## src/rtl/fcdi_pkg.sv

```systemverilog
// Shared types, constants and stage map for the fan curve duty interpolator.
package fcdi_pkg;

    localparam int CURVE_POINTS = 10;
    localparam int HALF_POINTS  = CURVE_POINTS / 2;
    localparam int DUTY_W       = 7;
    localparam int TEMP_W       = 8;
    localparam int TEMP_IN_W    = TEMP_W + 1;
    localparam int IDX_W        = $clog2(CURVE_POINTS);
    localparam int DUTY_REG_W   = HALF_POINTS * DUTY_W;
    localparam int TEMP_REG_W   = HALF_POINTS * TEMP_W;
    localparam int CFG_W        = TEMP_REG_W;
    localparam int CFG_IDX_W    = 2;
    localparam int RPM_W        = 13;

    // interpolation arithmetic
    localparam int DELTA_W   = DUTY_W + 1;
    localparam int DIFF_W    = TEMP_W + 1;
    localparam int PROD_W    = DELTA_W + DIFF_W;
    localparam int NUM_W     = PROD_W + 1;
    localparam int QUO_W     = 15;
    localparam int DIV_STEP  = 3;
    localparam int DIV_STAGES = QUO_W / DIV_STEP;
    localparam int SUM_W     = QUO_W + 2;

    // pipeline stage map
    localparam int ST_SEG      = 0;
    localparam int ST_NUM      = 1;
    localparam int ST_DIV0     = 2;
    localparam int ST_DUTY     = ST_DIV0 + DIV_STAGES;
    localparam int ST_OUT      = ST_DUTY + 1;
    localparam int PIPE_STAGES = ST_OUT + 1;

    // reset curve: duties 20..100, temps 10..100
    localparam logic [DUTY_REG_W-1:0] DUTY_LO_RST = 35'd10800744980;
    localparam logic [DUTY_REG_W-1:0] DUTY_HI_RST = 35'd27012307890;
    localparam logic [TEMP_REG_W-1:0] TEMP_LO_RST = 40'd215421424650;
    localparam logic [TEMP_REG_W-1:0] TEMP_HI_RST = 40'd431011939900;

    localparam logic [DUTY_W-1:0] DUTY_MIN   = 7'd20;
    localparam logic [DUTY_W-1:0] DUTY_MAX   = 7'd100;
    localparam logic [DUTY_W-1:0] SAFE_MIN_A = 7'd60;
    localparam logic [DUTY_W-1:0] SAFE_MIN_B = 7'd80;
    localparam logic [DUTY_W-1:0] SAFE_MIN_C = 7'd85;
    localparam logic [DUTY_W-1:0] RPM_PER_PCT = 7'd75;
    localparam logic [RPM_W-1:0]  RPM_MAX    = 13'd7500;

    localparam logic [TEMP_W-1:0] SPAN_ONE = 8'd1;

    typedef enum logic [CFG_IDX_W-1:0] {
        REG_DUTY_LO = 2'd0,
        REG_DUTY_HI = 2'd1,
        REG_TEMP_LO = 2'd2,
        REG_TEMP_HI = 2'd3
    } t_cfg_reg;

    typedef enum logic [1:0] {
        ST_OK     = 2'd0,
        ST_RANGE  = 2'd1,
        ST_ORDER  = 2'd2,
        ST_SAFETY = 2'd3
    } t_status;

    // point i sits at [i] when {high, low} registers are concatenated
    typedef logic [CURVE_POINTS-1:0][DUTY_W-1:0] t_duty_vec;
    typedef logic [CURVE_POINTS-1:0][TEMP_W-1:0] t_temp_vec;

    // segment pick: out-of-segment cases carry zero delta/diff, span one
    typedef struct packed {
        logic [DUTY_W-1:0]        lo_duty;
        logic signed [DELTA_W-1:0] delta;
        logic signed [DIFF_W-1:0]  diff;
        logic [TEMP_W-1:0]         span;
    } t_seg;

    // divider word: remainder, dividend bits shifting out, quotient shifting in
    typedef struct packed {
        logic                neg;
        logic [DUTY_W-1:0]   lo_duty;
        logic [TEMP_W-1:0]   span;
        logic [TEMP_W-1:0]   rem;
        logic [QUO_W-1:0]    work;
    } t_div;

endpackage

```

## src/rtl/fcdi_segment.sv

```systemverilog
// Segment search: finds the bracketing curve points for one sample.
module fcdi_segment import fcdi_pkg::*; (
    input  logic signed [TEMP_IN_W-1:0] i_temperature_c,
    input  t_duty_vec                   i_duty,
    input  t_temp_vec                   i_temp,
    output t_seg                        o_seg
);

    logic signed [TEMP_IN_W:0] w_t;
    logic [CURVE_POINTS-1:0]   w_le;
    logic                      w_ge_last;
    logic [IDX_W-1:0]          w_idx;
    logic [IDX_W-1:0]          w_lo_idx;
    logic [TEMP_W-1:0]         w_hi_t;
    logic [TEMP_W-1:0]         w_lo_t;
    logic [DUTY_W-1:0]         w_hi_d;
    logic [DUTY_W-1:0]         w_lo_d;
    logic signed [TEMP_IN_W:0] w_diff;

    assign w_t = {i_temperature_c[TEMP_IN_W-1], i_temperature_c};

    always_comb begin
        for (int i = 0; i < CURVE_POINTS; i++) begin
            w_le[i] = w_t <= $signed({2'b00, i_temp[i]});
        end
        w_ge_last = w_t >= $signed({2'b00, i_temp[CURVE_POINTS-1]});
    end

    // first point at or above the sample, from point 1 up
    always_comb begin
        w_idx = IDX_W'(CURVE_POINTS - 1);
        for (int i = CURVE_POINTS - 1; i >= 1; i--) begin
            if (w_le[i]) begin
                w_idx = IDX_W'(i);
            end
        end
    end

    assign w_lo_idx = w_idx - 1'b1;
    assign w_hi_t   = i_temp[w_idx];
    assign w_lo_t   = i_temp[w_lo_idx];
    assign w_hi_d   = i_duty[w_idx];
    assign w_lo_d   = i_duty[w_lo_idx];
    assign w_diff   = w_t - $signed({2'b00, w_lo_t});

    always_comb begin
        o_seg.lo_duty = w_lo_d;
        o_seg.delta   = $signed({1'b0, w_hi_d} - {1'b0, w_lo_d});
        o_seg.diff    = w_diff[DIFF_W-1:0];
        o_seg.span    = w_hi_t - w_lo_t;
        if (w_le[0] || w_ge_last || (w_hi_t <= w_lo_t)) begin
            o_seg.delta = '0;
            o_seg.diff  = '0;
            o_seg.span  = SPAN_ONE;
            if (w_le[0]) begin
                o_seg.lo_duty = i_duty[0];
            end else if (w_ge_last) begin
                o_seg.lo_duty = i_duty[CURVE_POINTS-1];
            end
        end
    end

endmodule

```

## src/rtl/fcdi_div_stage.sv

```systemverilog
// One divider stage: DIV_STEP restoring quotient bits.
module fcdi_div_stage import fcdi_pkg::*; (
    input  t_div i_div,
    output t_div o_div
);

    logic [TEMP_W:0] w_trial;

    always_comb begin
        o_div   = i_div;
        w_trial = '0;
        for (int s = 0; s < DIV_STEP; s++) begin
            w_trial = {o_div.rem, o_div.work[QUO_W-1]};
            if (w_trial >= {1'b0, o_div.span}) begin
                w_trial  = w_trial - {1'b0, o_div.span};
                o_div.work = {o_div.work[QUO_W-2:0], 1'b1};
            end else begin
                o_div.work = {o_div.work[QUO_W-2:0], 1'b0};
            end
            o_div.rem = w_trial[TEMP_W-1:0];
        end
    end

endmodule

```

## src/rtl/fcdi_curve_check.sv

```systemverilog
// Curve check: duty range, monotonic order and safety minimums.
module fcdi_curve_check import fcdi_pkg::*; (
    input  t_duty_vec i_duty,
    output t_status   o_status
);

    always_comb begin
        if (i_duty[CURVE_POINTS-3] < SAFE_MIN_A || i_duty[CURVE_POINTS-2] < SAFE_MIN_B ||
            i_duty[CURVE_POINTS-1] < SAFE_MIN_C) begin
            o_status = ST_SAFETY;
        end else begin
            o_status = ST_OK;
        end
        // walk down so the lowest failing point wins; range beats order
        for (int i = CURVE_POINTS - 1; i >= 0; i--) begin
            if (i_duty[i] < DUTY_MIN || i_duty[i] > DUTY_MAX) begin
                o_status = ST_RANGE;
            end else if (i != 0 && i_duty[i] < i_duty[(i == 0) ? 0 : i - 1]) begin
                o_status = ST_ORDER;
            end
        end
    end

endmodule

```

## src/rtl/fan_curve_duty_interpolator_core.sv

```systemverilog
// Top level: fan curve duty interpolator pipeline with config registers.
//
// Usage:
//   Input channel: i_valid / o_stall carry one temperature word
//   (i_temperature_c, signed degrees C). Output channel: o_valid / i_stall
//   carry one result word per sample: duty percent, RPM estimate and the
//   curve check code. A word moves when valid is high and stall is low.
//   Config: i_cfg_we writes i_cfg_wdata into register i_cfg_index
//   (0 duty low, 1 duty high, 2 temp low, 3 temp high); write only while
//   no sample is in flight.
//   Path from input accept to o_valid: segment search, multiply,
//   five 3-bit divider stages, sum, clamp/scale. Throughput: one word per
//   cycle while i_stall is low, set by the fully pipelined divider.
//   Each stage holds a valid bit and advances when the stage after it is
//   empty or moving, so a stalled output only backs up until bubbles fill;
//   o_stall rises once every stage is full. Nothing is dropped or repeated.
//   Reset (synchronous, active low) empties the pipeline and loads the
//   default curve: duties 20,20,25,30,40,50,55,60,80,100 at 10..100 C.
module fan_curve_duty_interpolator_core import fcdi_pkg::*; (
    input  logic                        i_clk,
    input  logic                        i_rst_n,
    // input channel
    input  logic                        i_valid,
    output logic                        o_stall,
    input  logic signed [TEMP_IN_W-1:0] i_temperature_c,
    // output channel
    output logic                        o_valid,
    input  logic                        i_stall,
    output logic [DUTY_W-1:0]           o_duty_percent,
    output logic [RPM_W-1:0]            o_rpm_estimate,
    output logic [1:0]                  o_curve_status,
    // config write port
    input  logic                        i_cfg_we,
    input  logic [CFG_IDX_W-1:0]        i_cfg_index,
    input  logic [CFG_W-1:0]            i_cfg_wdata
);

    // ---------------- config registers ----------------
    logic [DUTY_REG_W-1:0] r_duty_lo, r_duty_hi;
    logic [TEMP_REG_W-1:0] r_temp_lo, r_temp_hi;
    t_duty_vec             w_duty;
    t_temp_vec             w_temp;

    always_ff @(posedge i_clk) begin
        if (!i_rst_n) begin
            r_duty_lo <= DUTY_LO_RST;
            r_duty_hi <= DUTY_HI_RST;
            r_temp_lo <= TEMP_LO_RST;
            r_temp_hi <= TEMP_HI_RST;
        end else if (i_cfg_we) begin
            unique case (t_cfg_reg'(i_cfg_index))
                REG_DUTY_LO: r_duty_lo <= i_cfg_wdata[DUTY_REG_W-1:0];
                REG_DUTY_HI: r_duty_hi <= i_cfg_wdata[DUTY_REG_W-1:0];
                REG_TEMP_LO: r_temp_lo <= i_cfg_wdata[TEMP_REG_W-1:0];
                REG_TEMP_HI: r_temp_hi <= i_cfg_wdata[TEMP_REG_W-1:0];
            endcase
        end
    end

    // point i lands at [i] of the concatenation
    assign w_duty = {r_duty_hi, r_duty_lo};
    assign w_temp = {r_temp_hi, r_temp_lo};

    // ---------------- pipeline control ----------------
    logic [PIPE_STAGES-1:0] r_valid;
    logic [PIPE_STAGES-1:0] n_valid;
    logic [PIPE_STAGES-1:0] w_adv;

    // a stage may load when it is empty or its word moves on
    always_comb begin
        w_adv[PIPE_STAGES-1] = !r_valid[PIPE_STAGES-1] || !i_stall;
        for (int k = PIPE_STAGES - 2; k >= 0; k--) begin
            w_adv[k] = !r_valid[k] || w_adv[k+1];
        end
    end

    always_comb begin
        for (int k = 0; k < PIPE_STAGES; k++) begin
            if (w_adv[k]) begin
                n_valid[k] = (k == 0) ? i_valid : r_valid[(k == 0) ? 0 : k - 1];
            end else begin
                n_valid[k] = r_valid[k];
            end
        end
    end

    always_ff @(posedge i_clk) begin
        if (!i_rst_n) begin
            r_valid <= '0;
        end else begin
            r_valid <= n_valid;
        end
    end

    assign o_stall = !w_adv[ST_SEG];
    assign o_valid = r_valid[ST_OUT];

    // ---------------- stage 0: segment search ----------------
    t_seg w_seg;
    t_seg r_seg;

    fcdi_segment u_segment (
        .i_temperature_c (i_temperature_c),
        .i_duty          (w_duty),
        .i_temp          (w_temp),
        .o_seg           (w_seg)
    );

    always_ff @(posedge i_clk) begin
        if (w_adv[ST_SEG]) begin
            r_seg <= w_seg;
        end
    end

    // ---------------- stage 1: numerator = delta*diff + span/2 ----------------
    logic signed [PROD_W-1:0] w_prod;
    logic signed [NUM_W-1:0]  w_num;
    logic signed [NUM_W-1:0]  w_mag;
    t_div                     n_div_in;
    t_div                     r_div_in;

    assign w_prod = r_seg.delta * r_seg.diff;
    assign w_num  = $signed({w_prod[PROD_W-1], w_prod}) +
                    $signed({{(NUM_W-TEMP_W+1){1'b0}}, r_seg.span[TEMP_W-1:1]});
    assign w_mag  = w_num[NUM_W-1] ? -w_num : w_num;

    always_comb begin
        n_div_in.neg     = w_num[NUM_W-1];
        n_div_in.lo_duty = r_seg.lo_duty;
        n_div_in.span    = r_seg.span;
        n_div_in.rem     = '0;
        n_div_in.work    = w_mag[QUO_W-1:0];
    end

    always_ff @(posedge i_clk) begin
        if (w_adv[ST_NUM]) begin
            r_div_in <= n_div_in;
        end
    end

    // ---------------- stages 2..6: pipelined restoring divider ----------------
    t_div r_div [DIV_STAGES];
    t_div w_div [DIV_STAGES];

    for (genvar j = 0; j < DIV_STAGES; j++) begin : g_div
        fcdi_div_stage u_div_stage (
            .i_div (j == 0 ? r_div_in : r_div[(j == 0) ? 0 : j - 1]),
            .o_div (w_div[j])
        );

        always_ff @(posedge i_clk) begin
            if (w_adv[ST_DIV0 + j]) begin
                r_div[j] <= w_div[j];
            end
        end
    end

    // ---------------- stage 7: signed quotient plus lower duty ----------------
    t_div                    w_div_last;
    logic signed [SUM_W-1:0] w_quo;
    logic signed [SUM_W-1:0] r_duty_sum;

    assign w_div_last = r_div[DIV_STAGES-1];
    // truncation toward zero: divide magnitudes, then restore the sign
    assign w_quo = w_div_last.neg ? -$signed({2'b00, w_div_last.work})
                                  :  $signed({2'b00, w_div_last.work});

    always_ff @(posedge i_clk) begin
        if (w_adv[ST_DUTY]) begin
            r_duty_sum <= w_quo + $signed({{(SUM_W-DUTY_W){1'b0}}, w_div_last.lo_duty});
        end
    end

    // ---------------- stage 8: clamp for RPM scale, output word (duty unclamped) ----------------
    logic [DUTY_W-1:0] w_clamped;
    logic [RPM_W-1:0]  w_rpm;
    t_status           w_status;
    logic [DUTY_W-1:0] r_out_duty;
    logic [RPM_W-1:0]  r_out_rpm;
    t_status           r_out_status;

    fcdi_curve_check u_curve_check (
        .i_duty   (w_duty),
        .o_status (w_status)
    );

    always_comb begin
        if (r_duty_sum[SUM_W-1]) begin
            w_clamped = '0;
        end else if (r_duty_sum > $signed({{(SUM_W-DUTY_W){1'b0}}, DUTY_MAX})) begin
            w_clamped = DUTY_MAX;
        end else begin
            w_clamped = r_duty_sum[DUTY_W-1:0];
        end
    end

    // widen both factors first: 100 * 75 needs all 13 bits
    assign w_rpm = RPM_W'(w_clamped) * RPM_W'(RPM_PER_PCT);

    always_ff @(posedge i_clk) begin
        if (w_adv[ST_OUT]) begin
            r_out_duty   <= r_duty_sum[DUTY_W-1:0];
            r_out_rpm    <= w_rpm;
            r_out_status <= w_status;
        end
    end

    assign o_duty_percent = r_out_duty;
    assign o_rpm_estimate = r_out_rpm;
    assign o_curve_status = r_out_status;

`ifndef NO_ASSERTIONS
    // an unstalled output lets the whole pipeline move
    a_no_backpressure: assert property (@(posedge i_clk) disable iff (!i_rst_n)
        !i_stall |-> !o_stall)
        else $error("input stalled while output not stalled");

    // divider remainder stays below the divisor
    a_div_rem: assert property (@(posedge i_clk) disable iff (!i_rst_n)
        r_valid[ST_DUTY-1] |-> (w_div_last.rem < w_div_last.span))
        else $error("divider remainder not below span");

    // RPM estimate never exceeds the clamped maximum
    a_rpm_range: assert property (@(posedge i_clk) disable iff (!i_rst_n)
        o_valid |-> (o_rpm_estimate <= RPM_MAX))
        else $error("rpm estimate out of range");
`endif

endmodule
```

## config.mk

```make
export PLATFORM = sky130hd
export DESIGN_NAME = fan_curve_duty_interpolator_core
export DESIGN_NICKNAME = d
export VERILOG_FILES = /design/src/rtl/fcdi_pkg.sv /design/src/rtl/fcdi_segment.sv /design/src/rtl/fcdi_div_stage.sv /design/src/rtl/fcdi_curve_check.sv /design/src/rtl/fan_curve_duty_interpolator_core.sv
export SDC_FILE = /design/constraint.sdc
export NUM_CORES = 1
export LEC_CHECK = 0
export BUFFER_PORTS_ARGS = -buffer_cell sky130_fd_sc_hd__buf_2
export CAP_MARGIN = 25
export CORE_ASPECT_RATIO = 1.4
export CORE_MARGIN = 1.5
export CORE_UTILIZATION = 40
export CTS_CLUSTER_SIZE = 20
export DETAILED_ROUTE_END_ITERATION = 8
export PLACE_DENSITY_LB_ADDON = 0.05
export SYNTH_ARGS = -nofsm -noshare
export SYNTH_HDL_FRONTEND = slang
export SYNTH_SLANG_ARGS = --single-unit
```

## constraint.sdc

```tcl
create_clock -name i_clk -period 19.1 [get_ports i_clk]
set_input_delay 3.82 -clock i_clk [delete_from_list [all_inputs] [get_ports i_clk]]
set_output_delay 3.82 -clock i_clk [all_outputs]
set_load 0.03 [all_outputs]
```

==> results.md <==
* Run status: finished, final reports clean
* Quantity of hold-fixing buffers added after cts at 0
* Post-layout net count at 3903
* Yosys Warn Count at 0
* Final global-route overflow total at 0
* Highest clock frequency the design can meet at 98.5 MHz
* Proportion of total power due to net switching at 42.7%
* Utilization after layout at 44.8%
* Number of antenna violations at the first check in global routing at 0
* Share of cells above drive strength 1 at 7.39%
* Area of the die at 80800 um^2
* Sum Neg Setup Slack at 0 ns
* Avg WL per Cell at 23.8 um
* Top flip-flop cell by instance count after synthesis: sky130_fd_sc_hd__edfxtp_1
* Hold Startpoint: r_div_in[38]
* Total CTS buffers at 49
* Share of power burned in combinational logic at 60.0%
* Max-cap violations at 0
* Count of unique library cells instantiated by Yosys at 92
* Rel. slew slack at 27.9%
* Top fanout value on the critical path at 39
* Startpoint of the most critical setup path: i_temperature_c[0]
* First-pass iteration count of the detailed router at 5
* Fraction of the cycle the final worst path needs at 53.2%
* TritonCTS clock tree: built
* Average footprint of a synthesized cell at 9.41 um^2
* Count of buffers from port buffering at 79
* Register bit count reported by yosys at 440
* Final HPWL from detailed placement at 84.4 mm
* Worst hold path type: flip-flop to flip-flop
* CTS max path bufs at 3
* Routed Wire Length at 107 mm
* Share of synthesized registers carrying an async set or reset at 0%
* Clock latency on the worst-skew pair at 0.61 ns
* Power per Cell Area at 180 nW/um^2
* First-pass GRT wire length at 159 mm
* Most common cell after layout, fill and taps aside: sky130_fd_sc_hd__nand2_1
* Number of instances in the synthesized netlist at 3363
* Cell row count at 121
* RSZ-0062 raised after global routing: false
* Clock network fraction of total power at 16.4%
* Worst Tran Pin Value at 1.08 ns
* Via-per-instance ratio at 5.61
* Clk sink count at 440
* Critical setup path kind: input port to flip-flop
* Tot Pwr at 0.00631 W
* Initial core utilization at 40.5%
* GRT Overall Usage at 26.5%
* Number of DRC markers in iteration 0 at 1568
* Relative contribution of sequential cells to total power at 23.6%
* Count of final setup violators at 0
* Critical Path End Type: flip-flop
* Top library cells by usage in the layout, fill and taps aside: 451 x sky130_fd_sc_hd__nand2_1, 375 x sky130_fd_sc_hd__inv_1, 343 x sky130_fd_sc_hd__ha_1
* Data required, critical path at 19.41 ns
* VDD IR-drop max at 293 uV
* Clk root buf: sky130_fd_sc_hd__clkbuf_16
* Maximum level of the CTS H-tree at 2
* Setup Skew at 0.0323 ns
* Post-synthesis instance area at 31700 um^2
* Via count of the first global-routing pass at 25500
* Via count of the routed design at 25200
* Synthesis-to-finish area growth at 10.5%
* Number of enable flip-flop cells after synthesis at 281
* Net switching power at 0.00269 W
* Static Leakage at 14.8 nW
* RD Place Congestion at 0.962
* Portion of the post-synthesis area used by sequential elements at 36.7%
* Clock-pin transition on the worst setup and hold timing paths at 0.06 ns
* Max-slew violations at 0
* Setup crit start kind: input port
* Die Ht at 336 um
* Startpoint of the most critical register-to-register path: r_div[0][63]
* Total of cells resized after clock tree synthesis at 0
* Cell internal pwr at 0.00362 W
* Clock period minus worst slack at 10.16 ns
* Number of primary I/O pins at 80
* Placeable core region at 78100 um^2
* Diode insertion count for antenna repair at 0
* Number of hold-slack violations in the final timing report at 0
* Synth Net Count at 3854
* Number of remaining DRC errors at 0
* Number of nets with antenna violations after detailed routing at 0
* Setup Fix Bufs, Post-CTS at 0
* Largest net degree at the start of global routing at 112
* Horizontal die dimension at 241 um
* CP Data Arrival Time at 10.46 ns
-- cell usage after synthesis (all sizes together), types with 80 or more instances --
cell	n	area share [%]
inv	376	4.5
o211ai	80	1.9
dfxtp	159	10
ha	343	14
nand2	451	5.3
edfxtp	281	27
a21oi	163	2.6
clkbuf	90	1.1
a21boi	105	2.5
fa	92	5.8
xnor2	102	2.8
o21ai	177	2.8
nor2	151	1.8
-- power groups by stage --
stage                     clock (W)  sequential, W  combinational [W]
final                       0.00104        0.00149            0.00378
after detailed placement          0        0.00151            0.00378
after CTS                   0.00106        0.00149            0.00380
after global routing        0.00110        0.00151            0.00426
after global placement            0        0.00151            0.00370
after floorplan                   0        0.00148            0.00293
-- cell families after synthesis --
logic type,after synthesis,share of synthesized area (%)
AOI/OAI and AO/OA,860,18.4
xor gates and xnor gates,141,3.90
adders and majority gates,435,19.4
buffers and inverters,489,5.90
DFF,440,36.7
muxes,67,2.19
and+or+nand+nor,931,13.5
-- worst max-delay path: stages --
cell and delay, ns:
sky130_fd_sc_hd__buf_2 0.09, sky130_fd_sc_hd__inv_1 0.45, sky130_fd_sc_hd__ha_1 0.33, sky130_fd_sc_hd__nand2_1 0.07, sky130_fd_sc_hd__nor3_1 0.05, sky130_fd_sc_hd__a211oi_1 0.27
sky130_fd_sc_hd__nor2b_1 0.89, sky130_fd_sc_hd__o221a_2 0.38, sky130_fd_sc_hd__buf_4 0.55, sky130_fd_sc_hd__nand2b_1 0.21, sky130_fd_sc_hd__buf_4 0.37, sky130_fd_sc_hd__o21ai_0 0.14
sky130_fd_sc_hd__a32o_1 0.22, sky130_fd_sc_hd__o22ai_1 0.29, sky130_fd_sc_hd__ha_1 0.35, sky130_fd_sc_hd__a21o_1 0.20, sky130_fd_sc_hd__a21o_1 0.19, sky130_fd_sc_hd__a21o_1 0.18
sky130_fd_sc_hd__a21oi_1 0.19, sky130_fd_sc_hd__nor2b_1 0.09, sky130_fd_sc_hd__o21a_1 0.17, sky130_fd_sc_hd__o22a_1 0.22, sky130_fd_sc_hd__nand2_1 0.54, sky130_fd_sc_hd__nor2_1 0.16
-- registers in the layout (all words and copies together), names as in the netlist --
signal          flops
o_rpm_estimate     13
r_duty_hi          35
r_valid             9
r_div             179
r_seg              17
r_duty_sum         17
r_duty_lo          35
r_div_in           31
o_duty_percent      7
r_temp_lo          40
n_div_in           15
r_temp_hi          40
o_curve_status      2
-- metal layers --
layer  GRT usage (%)  up-vias  wire [um]
li1                -    12000          -
met1            27.7    12400      39100
met2            49.9      623      56400
met3            2.64      260       3350
met4            17.5        0       7990
met5               0        -          0
-- final timing paths --
| kind | to | slack (ns) | cells past startpoint |
|---|---|---|---|
| worst max-delay path | n_div_in[27] | 8.94 | 24 |
| worst min-delay path | r_div[0][38] | 0.40 | 0 |
| worst max register to register | r_div[0][94] | 10.74 | 31 |
| worst min register to register | r_div[0][38] | 0.40 | 0 |
-- final cells by class --
type | instances | area [um^2]
timing repair buffer | 111 | 651
sequential | 440 | 11600
tap | 1045 | 1310
fill | 7706 | 43100
multi-input combinational | 2434 | 18200
clock buffer | 53 | 1280
clock inverter | 38 | 489
inverter | 376 | 1410
-- stage by stage --
stage / cell area, um^2 / hold slack [ns] / setup WS [ns] / cells
floorplan: 31700 / 0.400 / 9.29 / 3363
global placement: 33200 / 0.401 / 8.58 / 4404
detailed placement: 33200 / 0.405 / 8.47 / 4405
CTS: 35000 / 0.398 / 8.91 / 4496
global route: 35000 / 0.407 / 8.65 / 4497
finish: 35000 / 0.400 / 8.94 / 4497
Power figures use the tool's default switching activity.
